## src/rtl/core/assert_macros.svh

```systemverilog
// Assertion helpers shared by the core modules.
`ifndef ASSERT_MACROS_SVH
`define ASSERT_MACROS_SVH

// Plain property, sampled on the rising edge, off during reset.
`define PIE_ASSERT(lbl, clk, rst, prop, msg) \
  lbl: assert property (@(posedge clk) disable iff (rst) (prop)) else $error(msg);

// Same-cycle implication.
`define PIE_ASSERT_IMP(lbl, clk, rst, ante, cons, msg) \
  lbl: assert property (@(posedge clk) disable iff (rst) (ante) |-> (cons)) else $error(msg);

// Next-cycle implication.
`define PIE_ASSERT_NXT(lbl, clk, rst, ante, cons, msg) \
  lbl: assert property (@(posedge clk) disable iff (rst) (ante) |=> (cons)) else $error(msg);

`endif

```

## src/rtl/core/pie_pkg.sv

```systemverilog
`timescale 1ns / 1ps
package pie_pkg;

  localparam int ACC_W          = 64;
  localparam int MAX_DIM_DEF    = 16;
  localparam int DATA_WIDTH_DEF = 32;
  localparam int FRAC_BITS_DEF  = 24;
  localparam int RESULT_CAP     = 16;

  localparam logic [1:0] OP_LOAD_MATRIX = 2'd0;
  localparam logic [1:0] OP_LOAD_VECTOR = 2'd1;
  localparam logic [1:0] OP_START       = 2'd2;

  localparam logic [1:0] REG_DIMENSION  = 2'd0;
  localparam logic [1:0] REG_TOLERANCE  = 2'd1;
  localparam logic [1:0] REG_MAX_ITER   = 2'd2;

  localparam logic [4:0]  DIMENSION_RST = 5'd3;
  localparam logic [30:0] TOLERANCE_RST = 31'd17;   // about 1e-6 in Q8.24
  localparam logic [7:0]  MAX_ITER_RST  = 8'd100;

  typedef struct packed {
    logic go;
    logic sqrt_mode;
  } ds_ctl_t;

  typedef struct packed {
    logic busy;
    logic done;
  } ds_stat_t;

  function automatic logic signed [ACC_W-1:0] add_sat(input logic signed [ACC_W-1:0] a,
                                                      input logic signed [ACC_W-1:0] b);
    logic signed [ACC_W:0] s;
    s = {a[ACC_W-1], a} + {b[ACC_W-1], b};
    if (s[ACC_W] != s[ACC_W-1]) begin
      add_sat = s[ACC_W] ? {1'b1, {(ACC_W-1){1'b0}}} : {1'b0, {(ACC_W-1){1'b1}}};
    end else begin
      add_sat = s[ACC_W-1:0];
    end
  endfunction

endpackage

```

## src/rtl/core/pie_ram.sv

```systemverilog
`timescale 1ns / 1ps
module pie_ram #(
  parameter int WIDTH = pie_pkg::DATA_WIDTH_DEF,
  parameter int DEPTH = pie_pkg::MAX_DIM_DEF
) (
  input  logic                     clk,
  input  logic                     we,
  input  logic [$clog2(DEPTH)-1:0] waddr,
  input  logic [WIDTH-1:0]         wdata,
  input  logic [$clog2(DEPTH)-1:0] raddr,
  output logic [WIDTH-1:0]         rdata
);

  logic [WIDTH-1:0] mem [DEPTH];

  always_ff @(posedge clk) begin
    if (we) begin
      mem[waddr] <= wdata;
    end
    rdata <= mem[raddr];
  end

endmodule

```

## config.mk

```make
export PLATFORM = sky130hd
export DESIGN_NAME = pie_ram
export DESIGN_NICKNAME = d
export VERILOG_FILES = /design/src/rtl/core/assert_macros.svh /design/src/rtl/core/pie_pkg.sv /design/src/rtl/core/pie_ram.sv
export SDC_FILE = /design/constraint.sdc
export NUM_CORES = 1
export LEC_CHECK = 0
export ABC_AREA = 0
export BUFFER_PORTS_ARGS = -buffer_cell sky130_fd_sc_hd__buf_2
export CAP_MARGIN = 20
export CORE_MARGIN = 2
export CORE_UTILIZATION = 35
export DETAILED_ROUTE_END_ITERATION = 16
export PLACE_DENSITY_LB_ADDON = 0.25
export SETUP_SLACK_MARGIN = 0.15
export SKIP_LAST_GASP = 1
export SLEW_MARGIN = 30
export SYNTH_ARGS = -nofsm -noshare
export SYNTH_HDL_FRONTEND = slang
export SYNTH_SLANG_ARGS = --single-unit
```

## constraint.sdc

```tcl
create_clock -name clk -period 11.4 [get_ports clk]
set_input_delay 2.28 -clock clk [delete_from_list [all_inputs] [get_ports clk]]
set_output_delay 2.28 -clock clk [all_outputs]
set_load 0.02 [all_outputs]
```

==> parameters.txt, run 1 <==
Parameter                              Value

STA
  Sum of negative setup slack ... 0 ps
  Slew @ Worst Pin ... between 800 and 900 ps
  Fmax ... between 0.2 and 0.25 GHz
  Tcrit/Tclk final ... about 36%
  Final number of max-transition violations ... 0
  Unrepaired setup endpoints after global routing ... false
  Final period demand of the worst path ... 4081 ps
  Hold_ws ... between 600 and 700 ps
  Final Hold Violating Endpoints ... 0
  Max Clock Skew ... between 10 and 15 ps
  Slew HR ... 45.69%
  # setup viols final ... 0

Place
  Placer Congestion ... ~0.67
  Port-buffer cells ... 73
  Sum of net half-perimeters after detailed placement ... just over 20 mm
  DP Area ... approximately 21000 um2

Routing
  Drt wl/cell ... roughly 25 um
  Vias ... 8922
  Total Routed Length ... 43.96 mm
  1st-pass router iterations ... 5
  Avg Vias per Cell ... roughly 5.1
  Remaining DRCs ... 0
  Antenna Violating Nets Remaining ... 0
  Initial drt markers ... between 800 and 900

Floorplan
  Horizontal extent of the die ... ~240 um
  Core area ... between 50000 and 60000 um2
  Die Span Y ... about 240 um
  Effective utilization at floorplan ... a little over a third
  Full die area ... ~59000 um2
  FP Rows ... 87
  Number of top-level design ports ... 74

Worst hold path
  Kind of path behind the tightest hold check ... flip-flop to flip-flop

Power and ir drop
  Power density over the cells ... roughly 180 nW/um2
  Total chip power ... about 4.2 mW
  Peak ir drop on the vdd network ... about 110 uV
  Static Leakage ... roughly 7.3 nW

Synth
  Net Count, Synth ... between 800 and 900
  Post-synthesis area per instance ... 23.69 um2
  Simple-gate share of the synthesized area ... under 10%
  Number of synthesized register bits ... 544
  Parity-gate share of the synthesized area counting xor and xnor cells ... 0%
  Part of the Yosys area used for sequential elements ... between 80% and 90%
  Main combinational cell family by area after synthesis ... multiplexers
  Adder and majority cell fraction of the synthesized area ... 0%
  Count of mapped cells out of synthesis ... approximately 840
  Yosys warnings ... 0
  Compound-gate portion of the synthesized area ... between 2 and 2.5%
  Post-synthesis cell type count ... 18
  Combined area of all synthesized cells ... between 15000 and 20000 um2
  Multiplexer fraction of the synthesized cell area ... 14.52%

Critical path
  Cell chain of the critical path ... clkbuf_8 > buf_4 > mux4_2 > a22oi_1 > nand2_1
  Data arrival at the endpoint of the critical path ... between 4000 and 5000 ps
  Setup CP Type ... input pin to flip-flop
  Crit path max-delay cell type ... sky130_fd_sc_hd__buf_4
  Peak per-stage delay on the critical path ... roughly 750 ps
  Critical-path maximum fanout ... 47
  Data required, critical path ... roughly 12000 ps
  Setup crit end kind ... flip-flop
  Nature of the critical path startpoint ... input pin

Clock network
  Clock tree from TritonCTS ... done
  Hold-fix buffers at CTS ... 0
  Post-CTS Setup Repair Bufs ... 0
  Clock sink total ... 544
  Clock slew seen by the registers of the worst setup and hold paths ... 60 ps
  Clock latency on the worst-skew pair ... 590 ps
  Clock Root Buffer ... sky130_fd_sc_hd__clkbuf_16
  Cells resized by post-CTS repair ... 0
  TritonCTS buffer count ... 56
  H-Tree Depth ... 2
  Max clock buf depth ... 3

Global route
  Maximum number of pins on one net before global-route repair ... between 50 and 60
  Overall routing resource usage ... between 10% and 20%
  Wire length of the first global-routing pass ... roughly 65 mm
  Antenna violations before repair ... 2
  Via count of the first global-routing pass ... 9502
  Overflow after GRT ... 0

Final layout
  Nets ... 992
  Syn-to-layout area delta ... 16.13%
  Most frequent cells in the layout ... sky130_fd_sc_hd__edfxtp_1, sky130_fd_sc_hd__mux4_2, sky130_fd_sc_hd__buf_2
  Commonest non-fill, non-tap cell in the layout ... sky130_fd_sc_hd__edfxtp_1
  Share of layout cells above drive strength 1 ... ~33%
  Finished Cell Area ... 23060 um2

Flow run
  Number of max-cap violations ... 0

Run status
  Outcome ... completed
-- worst paths after layout --
| check | start | endpoint | slack [ps] | depth (start not counted) |
|---|---|---|---|---|
| worst max-delay path | raddr[0] | rdata[9] | 7320 | 5 |
| worst min-delay path | mem[15][6] | rdata[6] | 670 | 3 |
| worst min register to register | mem[15][6] | rdata[6] | 670 | 3 |
| worst max register to register | mem[2][17] | rdata[17] | 10050 | 3 |
-- sequential cells by signal, summed over array words and instances (netlist names) --
name and count:
mem 512, rdata 32
-- critical path, delay by kind of cell --
kind | cells | cell delay (ps)
buf+inv | 2 | 1220
simple gates | 1 | 100
compound gates | 1 | 270
mux | 1 | 590
-- cell type report --
class                      instances  area (um2)
fill                            4945       33220
sequential                       544       16020
multi-input combinational        251        3750
clock buffer                      72        1543
tap                              756       945.9
timing repair buffer              97       560.5
clock inverter                    30       240.2
antenna                            1       2.502
-- metrics by stage --
step / instances / setup WS, ps / utilization (%)
6_report: 1751 / 7319 / 40.97
5_1_grt: 1750 / 7122 / 40.97
4_1_cts: 1750 / 7223 / 40.96
3_5_place_dp: 1648 / 6605 / 37.79
3_3_place_gp: 1648 / 6639 / 37.79
2_1_floorplan: 838 / 5940 / -
-- synth_stat cells (all sizes together) --
cell	number	area share, %
and2	1	0.032
nand2b	2	0.063
clkbuf	17	0.32
a22oi	64	2.4
nor2	13	0.25
nor2b	2	0.063
edfxtp	512	77
dfxtp	32	3.2
buf	26	0.80
nor3	4	0.10
nand2	33	0.62
or3b	1	0.044
nand3b	2	0.076
nand3	1	0.025
mux4	128	15
-- where the power goes --
group	total, mW	switching [mW]	leakage, nW	internal, mW
registers	2.25	0.0150	4.89	2.24
logic	0.205	0.127	1.56	0.0785
clock network	1.76	0.727	0.889	1.04
-- layer usage --
layer	wire [um]	part of all wire, %	vias to the layer above	GRT usage, %
met3	2109	4.8	57	2.603
met1	20490	47	4836	22.00
met4	660	1.5	4	3.758
met2	20660	47	233	23.86
met5	35	0.080	-	0
li1	-	-	3792	-
-- logic make-up (layout without fill, tap and decap cells) --
group,after synthesis,after routing
simple gates,59,59
buf+inv,43,199
compound gates,64,64
flops,544,544
mux,128,128
other cells,0,1
(Power assumes the default switching activity.)
==> run 2: changes to the inputs <==
Clock period 11.4 ns to 3.4 ns, I/O delays scaled along.
==> run 2 against run 1 <==
Clock power grew to 3.6 times the previous value. Sequential cell count is the same. Die area is the same. Sequential share of layout area shrank 1.1 points. Final cell count grew 0.86%. Via count grew 0.78%. Routed wire length shrank 0.81%. Critical path depth shrank 1. Largest cell class unchanged. Largest power group unchanged.
==> parameters.txt, run 2 (synthesis results as in run 1) <==
Parameter                              Value

Clock network
  Clock Root Buffer ... sky130_fd_sc_hd__clkbuf_16
  Max clock buf depth ... 3 (unchanged)
  Hold-fix buffers at CTS ... 0 (unchanged)
  H-Tree Depth ... 2 (unchanged)
  Post-CTS Setup Repair Bufs ... 0 (unchanged)
  Clock latency on the worst-skew pair ... 600 ps (about the same)
  TritonCTS buffer count ... 57 (+1.8%)
  Clock sink total ... 544 (unchanged)
  Cells resized by post-CTS repair ... 0 (unchanged)
  Clock slew seen by the registers of the worst setup and hold paths ... 60 ps (about the same)
  Clock tree from TritonCTS ... done

Worst hold path
  Kind of path behind the tightest hold check ... input pin to flip-flop
  Worst hold path stage count ... 1 (-2)
  Hold wc startpoint ... wdata[10]
  WHS Endpoint ... mem[14][10]

Power and ir drop
  Power density over the cells ... 619.3 nW/um2 (+240%)
  Switching share of total power ... 20.49% (-0.092 points)
  Clock power frac ... 43.1% (+1.3 points)
  Register share of total power ... 51.9% (-1.4 points)
  Peak ir drop on the vdd network ... 368.4 uV (+240%)
  Comb power frac ... 5.0% (about the same)
  Total chip power ... 14.51 mW (+240%)
  Switching power of the nets ... 2.974 mW (+240%)
  Internal portion of total power ... 11.54 mW (+240%)
  Static Leakage ... 7.495 nW (+2.1%)

Critical path
  Depth of the worst register-to-register path ... 3 (unchanged)
  Number of gates on the worst path with buffers counted ... 4 (-1)
  Nature of the critical path startpoint ... input pin
  Top delay family on crit path ... simple AND/OR/NAND/NOR gates
  Launch instance of the worst register-to-register path ... mem[11][20]
  Critical-path maximum fanout ... 14 (-70%)
  CP bufs+invs ... 2 (unchanged)
  Crit path max-delay cell type ... sky130_fd_sc_hd__or3b_2
  Worst-case register-to-register setup slack ... 1950 ps (-8100 ps)
  Data arrival at the endpoint of the critical path ... 2230 ps (-2310 ps)
  Setup CP Type ... input pin to flip-flop
  Setup crit end kind ... flip-flop
  End of the worst register-to-register path ... rdata[20]
  Peak per-stage delay on the critical path ... 600 ps (-150 ps)
  Data required, critical path ... 3680 ps (-8180 ps)
  Cell chain of the critical path ... buf_2 > or3b_2 > nor2_4 > buf_4

Routing
  Vias ... 8992 (+0.78%)
  Initial drt markers ... 737 (-14%)
  1st-pass router iterations ... 5 (unchanged)
  Avg Vias per Cell ... 5.092 (about the same)
  Antenna Violating Nets Remaining ... 0 (unchanged)
  Total Routed Length ... 43.61 mm (-0.81%)
  Remaining DRCs ... 0 (unchanged)
  Drt wl/cell ... 24.69 um (-1.7%)

Final layout
  Register bank with the most flops ... mem
  Nets ... 1004 (+1.2%)
  Commonest non-fill, non-tap cell in the layout ... sky130_fd_sc_hd__edfxtp_1
  Finished Layout Cells ... 1766 (+0.86%)
  Syn-to-layout area delta ... 18.04%
  Most frequent cells in the layout ... sky130_fd_sc_hd__edfxtp_1, sky130_fd_sc_hd__mux4_2, sky130_fd_sc_hd__buf_2
  Antenna cell count ... 0 (-1)
  Finished Cell Area ... 23440 um2 (+1.6%)
  Combined flip-flop and latch cell area ... 16020 um2 (unchanged)
  Area taken by multi-input logic gates ... 3775 um2 (+0.67%)
  Share of layout cells above drive strength 1 ... 33.76% (+0.76 points)
  Fill cells ... 4899 (-0.93%)
  Top flop regs ... mem x512, rdata x32
  Number of flip-flops under the largest register name ... 512 (unchanged)

Floorplan
  Core area ... 56280 um2 (unchanged)
  Full die area ... 58650 um2 (unchanged)
  Number of top-level design ports ... 74 (unchanged)
  Horizontal extent of the die ... 242.2 um (unchanged)
  Effective utilization at floorplan ... 35.28% (unchanged)
  Die Span Y ... 242.2 um (unchanged)
  FP Rows ... 87 (unchanged)

STA
  Tcrit/Tclk final ... 57.23%
  Fmax ... approximately 0.51 GHz
  Max Clock Skew ... 17.86 ps (+6.409 ps)
  Unrepaired setup endpoints after global routing ... false
  Final Hold Violating Endpoints ... 0 (unchanged)
  Slew HR ... 53.81% (+8.1 points)
  # setup viols final ... 0 (unchanged)
  Slew @ Worst Pin ... 692.9 ps (-121.8 ps)
  Sum of negative setup slack ... 0 ps (unchanged)
  Final number of max-transition violations ... 0 (unchanged)
  Final period demand of the worst path ... between 1500 and 2000 ps

Place
  Port-buffer cells ... 73 (unchanged)
  Total placed cells including tap cells ... 1659 (+0.67%)
  DP Area ... 21530 um2 (+1.2%)
  Placer Congestion ... 0.7061 (+5.3%)
  Sum of net half-perimeters after detailed placement ... 23.17 mm (+14%)

Global route
  Via count of the first global-routing pass ... 9482 (-0.21%)
  Antenna violations before repair ... 3 (+1)
  Maximum number of pins on one net before global-route repair ... 47 (-9.6%)
  Overall routing resource usage ... 15.10% (-0.047 points)
  Overflow after GRT ... 0 (unchanged)
  Wire length of the first global-routing pass ... 64.76 mm (about the same)

Flow run
  Number of max-cap violations ... 0 (unchanged)

Run status
  Outcome ... completed
[run 2: cell types whose count changed in the layout (fill, tap and decap cells not counted), moves of 2 or more]
cell	change
sky130_fd_sc_hd__bufinv_16	+2
sky130_fd_sc_hd__clkbuf_8	+2
sky130_fd_sc_hd__clkbuf_1	+8
sky130_fd_sc_hd__buf_12	+12
sky130_fd_sc_hd__nor3_4	+4
sky130_fd_sc_hd__nor3_2	-4
sky130_fd_sc_hd__clkinv_1	-5
sky130_fd_sc_hd__clkinv_2	-5
[run 2: how the worst max path moves through the flow]
| stage | slack (ps) | end | start |
|---|---|---|---|
| after global placement | 830 | mem[3][21] | waddr[2] |
| after detailed placement | 810 | mem[3][21] | waddr[2] |
| final | 1450 | mem[3][28] | waddr[2] |
| after floorplan | 410 | mem[1][0] | waddr[2] |
| after global routing | 1380 | mem[3][28] | waddr[2] |
| after CTS | 1450 | rdata[31] | rdata[31] |
[run 2: area by class of cell]
| type | count | share of cell area, % |
|---|---|---|
| Sequential cell | 544 | 68.34 |
| Multi-Input combinational cell | 251 | 16.11 |
| Clock buffer | 83 | 6.935 |
| Tap cell | 756 | 4.036 |
| Timing Repair Buffer | 108 | 3.385 |
| Clock inverter | 24 | 1.196 |
[run 2: power by group through the flow]
| stage | logic (mW) | registers [mW] | clock network [mW] |
|---|---|---|---|
| after global placement | 0.737 | 7.68 | 0 |
| after detailed placement | 0.744 | 7.68 | 0 |
| after global routing | 0.790 | 7.55 | 6.67 |
| after floorplan | 0.361 | 7.73 | 0 |
| after CTS | 0.746 | 7.54 | 6.40 |
| final | 0.726 | 7.54 | 6.25 |
[run 2: per-layer routing]
metal	track usage (%)	part of all wire (%)	up-vias
met1	21.85	46	4841
met4	3.486	1.6	4
li1	-	-	3834
met2	23.34	47	248
met5	0	0.067	-
met3	3.467	6.1	65
[run 2: through the flow]
stage | utilization [%] | setup WS, ps | hold slack [ps]
after global placement | 38.26 | 831.0 | 655.3
after detailed placement | 38.26 | 806.4 | 655.7
final | 41.64 | 1454 | 454.2
after floorplan | - | 412.0 | 634.9
after global routing | 41.64 | 1381 | 440.9
after CTS | 41.64 | 1450 | 418.5
