File: src/rtl/core/assert_macros.svh
// Assertion helpers shared by the core modules.
`ifndef ASSERT_MACROS_SVH
`define ASSERT_MACROS_SVH

// Plain property, sampled on the rising edge, off during reset.
`define PIE_ASSERT(lbl, clk, rst, prop, msg) \
  lbl: assert property (@(posedge clk) disable iff (rst) (prop)) else $error(msg);

// Same-cycle implication.
`define PIE_ASSERT_IMP(lbl, clk, rst, ante, cons, msg) \
  lbl: assert property (@(posedge clk) disable iff (rst) (ante) |-> (cons)) else $error(msg);

// Next-cycle implication.
`define PIE_ASSERT_NXT(lbl, clk, rst, ante, cons, msg) \
  lbl: assert property (@(posedge clk) disable iff (rst) (ante) |=> (cons)) else $error(msg);

`endif

File: src/rtl/core/pie_pkg.sv
`timescale 1ns / 1ps
package pie_pkg;

  localparam int ACC_W          = 64;
  localparam int MAX_DIM_DEF    = 16;
  localparam int DATA_WIDTH_DEF = 32;
  localparam int FRAC_BITS_DEF  = 24;
  localparam int RESULT_CAP     = 16;

  localparam logic [1:0] OP_LOAD_MATRIX = 2'd0;
  localparam logic [1:0] OP_LOAD_VECTOR = 2'd1;
  localparam logic [1:0] OP_START       = 2'd2;

  localparam logic [1:0] REG_DIMENSION  = 2'd0;
  localparam logic [1:0] REG_TOLERANCE  = 2'd1;
  localparam logic [1:0] REG_MAX_ITER   = 2'd2;

  localparam logic [4:0]  DIMENSION_RST = 5'd3;
  localparam logic [30:0] TOLERANCE_RST = 31'd17;   // about 1e-6 in Q8.24
  localparam logic [7:0]  MAX_ITER_RST  = 8'd100;

  typedef struct packed {
    logic go;
    logic sqrt_mode;
  } ds_ctl_t;

  typedef struct packed {
    logic busy;
    logic done;
  } ds_stat_t;

  function automatic logic signed [ACC_W-1:0] add_sat(input logic signed [ACC_W-1:0] a,
                                                      input logic signed [ACC_W-1:0] b);
    logic signed [ACC_W:0] s;
    s = {a[ACC_W-1], a} + {b[ACC_W-1], b};
    if (s[ACC_W] != s[ACC_W-1]) begin
      add_sat = s[ACC_W] ? {1'b1, {(ACC_W-1){1'b0}}} : {1'b0, {(ACC_W-1){1'b1}}};
    end else begin
      add_sat = s[ACC_W-1:0];
    end
  endfunction

endpackage

File: src/rtl/core/pie_divsqrt.sv
`timescale 1ns / 1ps
`include "assert_macros.svh"
// Radix-2 restoring divider (num * 2^F / den) and digit-by-digit square root
// (floor(sqrt(s * 2^F))), one bit per cycle on a shared remainder.
module pie_divsqrt #(
  parameter int FRAC_BITS = pie_pkg::FRAC_BITS_DEF
) (
  input  logic                             clk,
  input  logic                             rst,
  input  pie_pkg::ds_ctl_t                 ctl,
  input  logic signed [pie_pkg::ACC_W-1:0] num,
  input  logic signed [pie_pkg::ACC_W-1:0] den,
  output pie_pkg::ds_stat_t                stat,
  output logic signed [pie_pkg::ACC_W-1:0] result
);

  localparam int AW        = pie_pkg::ACC_W;
  localparam int DIV_STEPS = AW + FRAC_BITS;
  localparam int SH_W      = (DIV_STEPS % 2 == 1) ? DIV_STEPS + 1 : DIV_STEPS;
  localparam int PAD       = SH_W - DIV_STEPS;
  localparam int SQ_STEPS  = SH_W / 2;
  localparam int CNT_W     = $clog2(DIV_STEPS + 1);
  localparam int RW        = AW + 2;

  logic             running;
  logic             done;
  logic             sqrt_mode;
  logic             over;
  logic             neg;
  logic [CNT_W-1:0] cnt;
  logic [SH_W-1:0]  sh;
  logic [RW-1:0]    rem;
  logic [AW-1:0]    q;
  logic [AW-1:0]    dmag;

  logic [AW-1:0]    num_mag;
  logic [AW-1:0]    den_mag;
  logic [RW-1:0]    r_div;
  logic [RW-1:0]    r_sq;
  logic [RW-1:0]    trial;
  logic [AW-1:0]    mag;

  assign num_mag = num[AW-1] ? (~num + 1'b1) : num;
  assign den_mag = den[AW-1] ? (~den + 1'b1) : den;
  assign r_div   = {rem[RW-2:0], sh[SH_W-1]};
  assign r_sq    = {rem[RW-3:0], sh[SH_W-1:SH_W-2]};
  assign trial   = {q, 2'b01};

  always_ff @(posedge clk) begin
    if (rst) begin
      running <= 1'b0;
      done    <= 1'b0;
    end else begin
      done <= running && (cnt == CNT_W'(1));
      if (ctl.go) begin
        running   <= 1'b1;
        sqrt_mode <= ctl.sqrt_mode;
        rem       <= '0;
        q         <= '0;
        over      <= 1'b0;
        dmag      <= den_mag;
        if (ctl.sqrt_mode) begin
          // negative sums never occur; treat as zero
          sh  <= SH_W'({(num[AW-1] ? {AW{1'b0}} : num), {FRAC_BITS{1'b0}}});
          neg <= 1'b0;
          cnt <= CNT_W'(SQ_STEPS);
        end else begin
          sh  <= SH_W'({num_mag, {FRAC_BITS{1'b0}}}) << PAD;
          neg <= num[AW-1] ^ den[AW-1];
          cnt <= CNT_W'(DIV_STEPS);
        end
      end else if (running) begin
        cnt <= cnt - 1'b1;
        if (cnt == CNT_W'(1)) begin
          running <= 1'b0;
        end
        if (sqrt_mode) begin
          sh <= sh << 2;
          if (r_sq >= trial) begin
            rem <= r_sq - trial;
            q   <= {q[AW-2:0], 1'b1};
          end else begin
            rem <= r_sq;
            q   <= {q[AW-2:0], 1'b0};
          end
        end else begin
          sh   <= sh << 1;
          over <= over | q[AW-1];
          if (r_div >= {2'b00, dmag}) begin
            rem <= r_div - {2'b00, dmag};
            q   <= {q[AW-2:0], 1'b1};
          end else begin
            rem <= r_div;
            q   <= {q[AW-2:0], 1'b0};
          end
        end
      end
    end
  end

  // clamp quotient to the largest positive value, then apply the sign
  always_comb begin
    mag = q;
    if ((!sqrt_mode && over) || q[AW-1]) begin
      mag = {1'b0, {(AW-1){1'b1}}};
    end
    result = neg ? -$signed(mag) : $signed(mag);
  end

  assign stat.busy = running;
  assign stat.done = done;

  `PIE_ASSERT(a_ds_no_go_busy, clk, rst, !(ctl.go && running), "divsqrt started while busy")
  `PIE_ASSERT_NXT(a_ds_done_pulse, clk, rst, done, !done, "divsqrt done longer than one cycle")
  `PIE_ASSERT_IMP(a_ds_done_after_run, clk, rst, done, $past(running), "done without a run")

endmodule

File: config.mk
export PLATFORM = sky130hd
export DESIGN_NAME = pie_divsqrt
export DESIGN_NICKNAME = d
export VERILOG_FILES = /design/src/rtl/core/pie_pkg.sv /design/src/rtl/core/pie_divsqrt.sv
export VERILOG_INCLUDE_DIRS = /design/src /design/src/rtl/core
export SDC_FILE = /design/constraint.sdc
export NUM_CORES = 1
export LEC_CHECK = 0
export BUFFER_PORTS_ARGS = -buffer_cell sky130_fd_sc_hd__clkbuf_2
export CORE_ASPECT_RATIO = 1.25
export CORE_MARGIN = 2
export CORE_UTILIZATION = 50
export DETAILED_ROUTE_END_ITERATION = 7
export GPL_ROUTABILITY_DRIVEN = 0
export GPL_TIMING_DRIVEN = 0
export PLACE_DENSITY = 0.74
export SLEW_MARGIN = 40
export SYNTH_ARGS = -nofsm -noshare
export SYNTH_HDL_FRONTEND = slang
export SYNTH_SLANG_ARGS = --single-unit
File: constraint.sdc
create_clock -name clk -period 14.6 [get_ports clk]
set_input_delay 1.46 -clock clk [delete_from_list [all_inputs] [get_ports clk]]
set_output_delay 1.46 -clock clk [all_outputs]
set_load 0.01 [all_outputs]
==> metrics.log, run 1 <==
[metrics] num ports: about 200
[metrics] slew of the pin with the lowest slew margin: 0.916 ns
[metrics] port bufs: around 200
[metrics] reg-to-reg startpoint: sh[87]
[metrics] total leakage power: 11.0 nW
[metrics] drt initial violations: 2180
[metrics] list of most frequent post-synthesis cells: 293 x nor2_1, 267 x edfxtp_1, 262 x nand2_1
[metrics] VDD IR max: 0.0839 mV
[metrics] fill cell count: 4414
[metrics] clock period minus worst slack: 8.29 ns
[metrics] via count of the routed design: 23767
[metrics] category of the most critical setup path: register to output port
[metrics] Core Region: 48200 sq um
[metrics] final clock skew: 0.0246 ns
[metrics] number of flip-flops and latches in the synthesized netlist: 269
[metrics] Total Routing Usage GR: 0.307
[metrics] area taken by multi-input logic gates: between 10000 and 15000 sq um
[metrics] number of setup buffers added after CTS: 0
[metrics] CP arrival: 6.83 ns
[metrics] FF-to-FF path depth: 18
[metrics] RSZ-0062 raised after global routing: no
[metrics] dominant synthesized flop cell: edfxtp_1
[metrics] max_slew headroom: 0.389
[metrics] status: finished, violations left
[metrics] count of flip-flops with a built-in enable after synthesis: roughly 270
[metrics] Avg Inst Size Synth: 8.39 sq um
[metrics] count of yosys warnings during synthesis: 0
[metrics] via density per instance: 6.26
[metrics] TritonCTS Buffers: 28
[metrics] Critical Path RT: 13.14 ns
[metrics] dpl cells: 3749
[metrics] kind of end point of the critical path: output port
[metrics] sum of overflow across all layers after global routing: 0
[metrics] average detailed-routed wire length per instance: 21.0 um
[metrics] power density over cell area: 102 nW/um^2
[metrics] Cells after Synth: 2897
[metrics] hold wc startpoint: running
[metrics] maximum count of clock buffers along a single path: 3
[metrics] overall routed net length: 80000 um
[metrics] area of the die: slightly above 50000 sq um
[metrics] ys async rst share: 0
[metrics] Ant. Diodes: 0
[metrics] # Max-Cap Violations: 0
[metrics] # resized after CTS: 0
[metrics] CTS tree: done
[metrics] vias in the first global route: 22854
[metrics] Final nets: 3403
[metrics] number of setup violations in the final report: 0
[metrics] fraction of final layout cells with drive strength greater than 1: 0.0976
[metrics] post-detailed-route count of antenna-violating nets: 0
[metrics] type of the tightest min-delay check: register to register
[metrics] Net Count, Synth: 3165
[metrics] starting density of the core: 0.504
[metrics] clock latency on the worst-skew pair: ~0.59 ns
[metrics] cell types with the largest area share after synthesis: edfxtp_1 33%, ha_1 7.0%, xnor2_1 5.3%
[metrics] final hold violations: 0
[metrics] Die W: 201 um
[metrics] sink of the worst hold path: done
[metrics] number of cell rows: 90
[metrics] Area Overhead vs Synth: 12.0%
[metrics] storage element area: 8060 sq um
[metrics] violations in the final reports: design-rule violations
[metrics] worst-case register-to-register setup slack: slightly above 9 ns
[metrics] CTS Root Cell: clkbuf_16
[metrics] endpoint of the worst register-to-register path: rem[10]
[metrics] global-route wire length before repair: 124000 um
[metrics] maximum level of the CTS H-tree: 1
[metrics] number of sinks handled by clock tree synthesis: roughly 270
[metrics] final max-slew violation count: 0
[metrics] depth of the worst hold-timing path: 1
[metrics] non-filler instance count after layout: ~3800
[metrics] share of the synthesized area in the top cell type: 0.330
[metrics] final routed DRC violation total: 1
[metrics] antenna violations before repair: 0
[metrics] number of iterations in the first detailed-routing pass: 8
[metrics] critical path launch point type: register
[metrics] crit path max fanout: 10
[metrics] clock transition at the register clock pins on the worst setup and hold paths after CTS: 0.06 ns
[metrics] register area share after synthesis: 0.332
[metrics] area of the mapped netlist: between 20000 and 25000 sq um
[metrics] largest net degree at the start of global routing: 25
[metrics] library cell with the largest summed area after synthesis: edfxtp_1
[metrics] number of hold-repair buffers added at the cts stage: 0
[metrics] final core utilization: 0.565
[metrics] fmax: 0.121 GHz
[metrics] final critical-path share of the clock period: 0.568
[metrics] sum of net half-perimeters after detailed placement: 64000 um
[metrics] most repeated cell in the gate-level netlist after synthesis: nor2_1
[metrics] post-route total power: ~2.8 mW
[metrics] Die Y-Extent: 250 um
[metrics] Yosys cell types: 79
-- metrics by stage --
step	hold slack (ns)	TNS, ns	setup slack, ns	cell area, sq um
4_1_cts	0.541	0	6.61	27200
3_5_place_dp	0.529	0	7.25	26400
2_1_floorplan	0.481	0	3.46	24300
3_3_place_gp	0.527	-61.59	-0.332	26100
5_1_grt	0.570	0	6.08	27200
6_report	0.530	0	6.31	27200
-- kinds of logic (layout without fill, tap and decap cells) --
kind of cell,count (synthesis),after routing,synth area share
adder cells (fa/ha/maj),136,136,0.0703
multiplexers,78,78,0.0322
XOR/XNOR,267,267,0.0962
AO/OA/AOI/OAI,866,866,0.229
AND/OR/NAND/NOR,947,947,0.186
buffers and inverters,334,592,0.0542
flip-flops,269,269,0.332
-- critical path, cell delays in order (launching register included) --
cell and delay, ns:
edfxtp_1 0.32, clkbuf_1 0.28, nand2b_1 0.40, nand2_1 0.29
clkbuf_1 0.36, clkbuf_1 0.32, clkbuf_1 0.41, nor2_1 0.25
ha_1 0.21, and3_1 0.21, and3_1 0.17, clkbuf_1 0.22
nand2_1 0.10, or2_2 0.32, or4_1 0.60, nor3_1 0.55
nand4_1 0.32, or3_1 0.45, a21oi_1 0.16, a211o_1 0.13
clkbuf_2 0.13
-- layout make-up --
class	instances	share of cell area
Multi-Input combinational cell	2294	0.550
Clock buffer	33	0.0264
Inverter	168	0.0232
Tap cell	644	0.0296
Clock inverter	17	0.00473
Buffer	166	0.0254
Sequential cell	269	0.296
Timing Repair Buffer	208	0.0448
-- worst max path at each step --
stage / slack, ns / endpoint / cells past startpoint / startpoint
6_report: 6.31 / result[62] / 20 / sqrt_mode
5_1_grt: 6.08 / result[62] / 20 / sqrt_mode
4_1_cts: 6.61 / result[62] / 20 / sqrt_mode
3_5_place_dp: 7.25 / result[62] / 20 / sqrt_mode
3_3_place_gp: -0.33 / q[1] / 5 / ctl[1]
2_1_floorplan: 3.46 / cnt[0] / 4 / ctl[1]
-- per-layer routing --
metal / global-route usage / up-vias / routed length, um
li1: - / 11211 / -
met3: 0.0502 / 255 / 7390
met1: 0.392 / 11011 / 31900
met2: 0.495 / 1290 / 36200
met4: 0.169 / 0 / 4510
met5: 0 / - / 0
-- state kept, by name (all words and copies together) (netlist names), 7 cells and up --
register and flops:
cnt 7, dmag 64, sh 64, q 64, rem 65
-- report_power, final --
group	leakage [nW]	switching, mW	internal [mW]
logic	7.97	0.683	0.403
clock network	0.413	0.320	0.370
registers	2.59	0.0662	0.935
total	11.0	1.07	1.71
-- layout by cell type, fill, tap and decap left out, drive strengths merged, types with 8 or more instances in the layout --
cell type / n
buf: 36
o21ai: 175
a21boi: 8
clkinv: 14
o211ai: 16
xnor2: 148
a31oi: 21
nand4: 61
nor2b: 22
ha: 135
nand3: 61
o21a: 16
o41ai: 17
o31ai: 45
a21oi: 227
nor4: 21
a311oi: 29
a211oi: 50
inv: 169
nor2: 293
nand2b: 26
and3: 17
nand2: 262
clkbuf: 370
o22ai: 66
or4: 37
nor3: 69
o2bb2ai: 9
o21bai: 24
a21o: 83
and2: 8
mux2i: 77
edfxtp: 267
or3: 31
xor2: 119
or2: 14
o311ai: 15
Note: power is estimated with default switching activity, not from simulation.
==> run 2, diff against run 1 <==
==> constraint.sdc (replaced) <==
create_clock -name clk -period 8.07 [get_ports clk]
set_input_delay 0.807 -clock clk [delete_from_list [all_inputs] [get_ports clk]]
set_output_delay 0.807 -clock clk [all_outputs]
set_load 0.01 [all_outputs]
==> run 2 against run 1 <==
The run still ends with design-rule violations left. Clock skew decreased by 0.013 ns. Largest cell class unchanged. Highest routed layer unchanged. Utilization grew 0.24 points. Sequential power rose by 81%. Final cell count about the same. Sequential cell count stayed put. Power grew 84%. Critical endpoint unchanged. Critical path type unchanged. Largest power group unchanged. Final area grew 0.42%.
==> metrics.log, run 2 (synthesis gave the netlist of run 1 again) <==
[metrics] Die Y-Extent: 250 um
[metrics] maximum count of clock buffers along a single path: 3
[metrics] number of sinks handled by clock tree synthesis: 269
[metrics] number of iterations in the first detailed-routing pass: 8
[metrics] highest cell delay on the worst timing path: approximately 0.63 ns
[metrics] number of hold-repair buffers added at the cts stage: 0
[metrics] fmax: between 0.1 and 0.15 GHz
[metrics] violations in the final reports: design-rule violations
[metrics] final routed DRC violation total: 3
[metrics] dpl cells: approximately 3800
[metrics] average detailed-routed wire length per instance: 21.1 um
[metrics] power density over cell area: 187 nW/um^2
[metrics] number of setup buffers added after CTS: 0
[metrics] antenna violations before repair: 0
[metrics] status: finished, violations left
[metrics] starting density of the core: 0.504
[metrics] clock transition at the register clock pins on the worst setup and hold paths after CTS: 0.06 ns
[metrics] total leakage power: 11.0 nW
[metrics] category of the most critical setup path: register to output port
[metrics] Ant. Diodes: 0
[metrics] via count of the routed design: 23926
[metrics] critical path's top delay family: simple AND/OR/NAND/NOR gates
[metrics] slew of the pin with the lowest slew margin: 0.885 ns
[metrics] port bufs: 195
[metrics] fraction of final layout cells with drive strength greater than 1: 0.0991
[metrics] overall routed net length: between 80000 and 90000 um
[metrics] final-layout worst hold slack: 0.456 ns
[metrics] post-placement setup slack: around 1.2 ns
[metrics] CTS tree: done
[metrics] leading cell types in the layout, fill and taps excluded: 292 x nor2_1, 267 x edfxtp_1, 262 x nand2_1
[metrics] CP arrival: 6.79 ns
[metrics] area of the die: 50400 sq um
[metrics] Die W: 201 um
[metrics] Area Overhead vs Synth: 12.5%
[metrics] largest register by flop count: rem
[metrics] max_slew headroom: 0.410
[metrics] final clock skew: 0.0120 ns
[metrics] final hold violations: 0
[metrics] clock period minus worst slack: 7.59 ns
[metrics] VDD IR max: about 0.15 mV
[metrics] Total Routing Usage GR: 0.307
[metrics] type of the tightest min-delay check: input pin to register
[metrics] final max-slew violation count: 0
[metrics] Critical Path RT: 7.26 ns
[metrics] Post-Place Cell Area: 26400 sq um
[metrics] non-filler instance count after layout: 3801
[metrics] clock latency on the worst-skew pair: 0.58 ns
[metrics] storage element area: 8060 sq um
[metrics] Critical Path Slowest Stage Cell: nor3_1
[metrics] cell type with the highest occurrence count on the critical path: clkbuf_1
[metrics] sum of overflow across all layers after global routing: 0
[metrics] num ports: between 150 and 200
[metrics] final-layout setup total negative slack: 0 ns
[metrics] Final nets: 3404
[metrics] vias in the first global route: around 23000
[metrics] post-layout instance area: 27300 sq um
[metrics] # Max-Cap Violations: 0
[metrics] drt initial violations: 2390
[metrics] final critical-path share of the clock period: 0.941
[metrics] # resized after CTS: 0
[metrics] area taken by multi-input logic gates: 15000 sq um
[metrics] post-detailed-route count of antenna-violating nets: 0
[metrics] largest net degree at the start of global routing: 25
[metrics] CTS Root Cell: clkbuf_16
[metrics] Buffers & Inverters on Critical Path: 6
[metrics] leading cell type in the layout, fill and taps excluded: nor2_1
[metrics] fill cell count: 4494
[metrics] sum of net half-perimeters after detailed placement: 64100 um
[metrics] kind of end point of the critical path: output port
[metrics] RSZ-0062 raised after global routing: no
[metrics] final core utilization: 0.567
[metrics] TritonCTS Buffers: 28
[metrics] ordered list of cells on the worst path: clkbuf_1, nand2b_1, nand2_1, clkbuf_1, clkbuf_1, clkbuf_1, nor2_1, ha_1, and3_1, and3_1, clkbuf_1, nand2_1, or2_2, or4_1, nor3_1, nand4_1, or3_1, a21oi_1, a211o_1, clkbuf_2
[metrics] critical path launch point type: register
[metrics] via density per instance: 6.29
[metrics] global-route wire length before repair: 124000 um
[metrics] crit path max fanout: 10
[metrics] number of cell rows: 90
[metrics] number of setup violations in the final report: 0
[metrics] maximum level of the CTS H-tree: 1
[metrics] Core Region: 48200 sq um
[metrics] final worst-path setup slack: 0.475 ns
[metrics] flip-flop count of the largest register, all copies and words added: 65
[metrics] post-route total power: 5.11 mW
## run 2: cell types whose count changed in the layout (fill, tap and decap cells not counted), sizes merged
cell | before | now
clkinv | 14 | 10
inv | 169 | 170
clkinvlp | 1 | 3
bufinv | 1 | 3
buf | 36 | 37
## run 2: power breakdown
part           total, mW  leakage, nW  internal, mW  switching (mW)
Sequential          1.81         2.59          1.69           0.119
Clock               1.33        0.446         0.755           0.579
Combinational       1.97         7.99         0.731            1.24
## run 2: worst paths after layout
kind,from,to,slack [ns],cells after the start
max,sqrt_mode,result[62],0.48,20
min,den[0],dmag[0],0.46,1
max reg2reg,sh[87],rem[50],2.52,18
min reg2reg,running,done,0.51,1
## run 2: final cells by class
cell class                      instances  share of cell area
Multi-Input combinational cell       2294               0.548
Buffer                                166              0.0253
Clock buffer                           33              0.0271
Clock inverter                         18             0.00677
Sequential cell                       269               0.295
Inverter                              168              0.0231
Tap cell                              644              0.0295
Timing Repair Buffer                  209              0.0461
## run 2: routing by layer
metal | share of wire | global-route usage
met2 | 0.45 | 0.497
met5 | 0 | 0
met4 | 0.056 | 0.160
met3 | 0.095 | 0.0422
met1 | 0.40 | 0.400
==> run 3, diff against run 2 <==
--- a/config.mk
+++ b/config.mk
@@ -6,6 +6,7 @@
 export SDC_FILE = /design/constraint.sdc
 export NUM_CORES = 1
 export LEC_CHECK = 0
+export ABC_AREA = 1
 export BUFFER_PORTS_ARGS = -buffer_cell sky130_fd_sc_hd__clkbuf_2
 export CORE_ASPECT_RATIO = 1.25
 export CORE_MARGIN = 2
==> run 3 against run 2 <==
Global-route usage rose by 2.0 points. Highest routed layer unchanged. Synthesized area rose by 22%. Non-clock buffer count fell by 61. Count of clock-buffer cells in the layout fell by 3. The run still ends with design-rule violations left. Final area rose by 20%. Final cell count rose by 53%. Setup slack improved by 2.6 ns.
==> metrics.log, run 3 <==
[metrics] status: finished, violations left
[metrics] violations in the final reports: design-rule violations
[metrics] clock latency on the worst-skew pair: 0.59 ns
[metrics] Ant. Diodes: 0
[metrics] power density over cell area: 165 nW/um^2
[metrics] final clock skew: 0.0176 ns
[metrics] cell types with the largest area share after synthesis: edfxtp_1 27%, nand2_1 19%, inv_1 11%
[metrics] CTS Root Cell: clkbuf_16
[metrics] final max-slew violation count: 0
[metrics] number of sinks handled by clock tree synthesis: approximately 270
[metrics] count of yosys warnings during synthesis: 0
[metrics] number of setup violations in the final report: 0
[metrics] post-layout instance area: 32700 sq um
[metrics] Critical Path Slowest Stage Cell: clkbuf_1
[metrics] critical path launch point type: register
[metrics] fraction of power consumed by sequential logic: 0.334
[metrics] final-layout setup total negative slack: 0 ns
[metrics] clock transition at the register clock pins on the worst setup and hold paths after CTS: 0.06 ns
[metrics] library cell with the largest summed area after synthesis: edfxtp_1
[metrics] hold wc startpoint: den[0]
[metrics] # Max-Cap Violations: 0
[metrics] number of flip-flops and latches in the synthesized netlist: 269
[metrics] drt initial violations: 2762
[metrics] vias in the first global route: 29828
[metrics] TritonCTS Buffers: 27
[metrics] final hold violations: 0
[metrics] ordered list of cells on the worst path: buf_4, inv_4, nand2_2, nand2_4, buf_6, clkbuf_1, nor2_1, ha_1, inv_1, nor3_4, nand2_1, nor2_2, inv_2, nor2_4, nand2_1, o21ai_2, nand3_1, xor2_1, clkbuf_2
[metrics] # resized after CTS: 0
[metrics] overall routed net length: 103000 um
[metrics] cell type with the highest occurrence count on the critical path: nand2_1
[metrics] largest net degree at the start of global routing: 24
[metrics] switching share of total power: 0.413
[metrics] most repeated cell in the gate-level netlist after synthesis: nand2_1
[metrics] share of the synthesized area in the top cell type: 0.271
[metrics] flip-flop count of the largest register, all copies and words added: 65
[metrics] max_slew headroom: 0.425
[metrics] leading cell types in the layout, fill and taps excluded: 1488 x nand2_1, 891 x inv_1, 549 x nor2_1
[metrics] number of setup buffers added after CTS: 0
[metrics] final-layout worst hold slack: about 0.42 ns
[metrics] fraction of final layout cells with drive strength greater than 1: 0.0646
[metrics] RSZ-0062 raised after global routing: no
[metrics] Cells after Synth: 4793
[metrics] fmax: 0.202 GHz
[metrics] area of the mapped netlist: 29600 sq um
[metrics] net switching power of the design: between 2 and 2.5 mW
[metrics] num ports: 198
[metrics] Net Count, Synth: 5061
[metrics] VDD IR max: 0.149 mV
[metrics] ys async rst share: 0
[metrics] leading cell type in the layout, fill and taps excluded: nand2_1
[metrics] Avg Inst Size Synth: 6.18 sq um
[metrics] Area Overhead vs Synth: 10.5%
[metrics] number of cell rows: 99
[metrics] Core Region: 58500 sq um
[metrics] crit path max fanout: 10
[metrics] via count of the routed design: 31882
[metrics] Final nets: ~5300
[metrics] dpl cells: 5758
[metrics] clock period minus worst slack: 4.96 ns
[metrics] dominant synthesized flop cell: edfxtp_1
[metrics] count of flip-flops with a built-in enable after synthesis: 267
[metrics] Comb pwr share: 0.428
[metrics] CP arrival: 4.15 ns
[metrics] sum of net half-perimeters after detailed placement: 85800 um
[metrics] Die Y-Extent: between 200 and 300 um
[metrics] area of the die: 61200 sq um
[metrics] Total Routing Usage GR: 0.327
[metrics] global-route wire length before repair: between 150000 and 200000 um
[metrics] largest register by flop count: rem
[metrics] Post-Place Cell Area: 31800 sq um
[metrics] total leakage power: ~17 nW
[metrics] non-filler instance count after layout: 5806
[metrics] type of the tightest min-delay check: input pin to register
[metrics] reg-to-reg startpoint: sh[87]
[metrics] slew of the pin with the lowest slew margin: about 0.86 ns
[metrics] internal cell power: 3.17 mW
[metrics] number of hold-repair buffers added at the cts stage: 0
[metrics] launching element of the worst setup path: sqrt_mode
[metrics] Critical Path RT: 7.26 ns
[metrics] Die W: 222 um
[metrics] register area share after synthesis: 0.272
[metrics] sum of overflow across all layers after global routing: 0
[metrics] CTS tree: done
[metrics] port bufs: 194
[metrics] category of the most critical setup path: register to output port
[metrics] via density per instance: between 5 and 6
[metrics] starting density of the core: 0.506
[metrics] final routed DRC violation total: 9
[metrics] clock network fraction of design power: 0.238
[metrics] highest cell delay on the worst timing path: 0.34 ns
[metrics] final critical-path share of the clock period: 0.614
[metrics] number of iterations in the first detailed-routing pass: 8
[metrics] Yosys cell types: 56
[metrics] average detailed-routed wire length per instance: 17.8 um
[metrics] post-detailed-route count of antenna-violating nets: 0
[metrics] antenna violations before repair: 1
[metrics] kind of end point of the critical path: output port
[metrics] fill cell count: 6008
[metrics] maximum level of the CTS H-tree: 1
[metrics] maximum count of clock buffers along a single path: 3
[metrics] list of most frequent post-synthesis cells: 1488 x nand2_1, 891 x inv_1, 551 x nor2_1
==> run 3: cell count changes in the layout (fill, tap and decap cells not counted), moves of 75 or more <==
cell	previous run	this run
inv_1	167	891
mux2i_1	77	2
nand2_1	262	1488
nor2_1	292	549
a21o_1	83	4
nand3_1	61	291
==> run 3: metal layers <==
metal,vias up,track usage,share of wire
met1,14171,0.404,0.40
met3,381,0.0444,0.083
met4,0,0.223,0.075
li1,15771,-,-
met5,-,0,0
met2,1559,0.531,0.44
==> run 3: metrics by stage <==
step,power (mW),util,worst slack [ns]
after floorplan,3.37,-,1.02
after global placement,4.03,0.539,-1.70
after detailed placement,4.06,0.544,3.76
after CTS,5.34,0.559,3.13
after global routing,5.71,0.559,2.79
final,5.41,0.559,3.11
==> run 3: logic make-up (layout without fill, tap and decap cells) <==
logic type	count (synthesis)	after routing	synth area share
AO/OA/AOI/OAI	550	550	0.105
flip-flops	269	269	0.272
buffers and inverters	1000	1256	0.130
XOR/XNOR	228	228	0.0675
AND/OR/NAND/NOR	2608	2608	0.367
adder cells (fa/ha/maj)	136	136	0.0577
multiplexers	2	2	0.000676
==> run 3: power by group through the flow <==
| stage | registers [mW] | clock network (mW) | logic [mW] |
|---|---|---|---|
| floorplan | 1.78 | 0 | 1.59 |
| global placement | 1.84 | 0 | 2.19 |
| detailed placement | 1.83 | 0 | 2.23 |
| CTS | 1.80 | 1.30 | 2.25 |
| global route | 1.81 | 1.34 | 2.56 |
| finish | 1.81 | 1.29 | 2.32 |
==> run 3: cell type report <==
cell class              count  area [sq um]  share of cell area
multi-input cells        3524         17700               0.542
well taps                 757           947              0.0290
clock buffers              30           687              0.0210
repair buffers            208          1260              0.0384
plain buffers             106           495              0.0152
clock inverters            18           190             0.00582
inverters                 894          3360               0.103
flip-flops and latches    269          8060               0.246
==> run 3: worst max-delay path: cells and delay by family (launching register included) <==
kind                       cells  cell delay [ns]
and+or+nand+nor                9             1.41
buffers and inverters          7             1.15
DFF                            1             0.32
xor gates and xnor gates       1             0.17
AOI/OAI and AO/OA              1             0.30
adders and majority gates      1             0.19
==> run 3: final timing paths <==
check,end,slack [ns],cells past startpoint
setup / recovery,result[42],3.11,19
hold / removal,dmag[0],0.42,1
setup reg to reg,rem[0],4.07,17
hold reg to reg,running,0.54,2
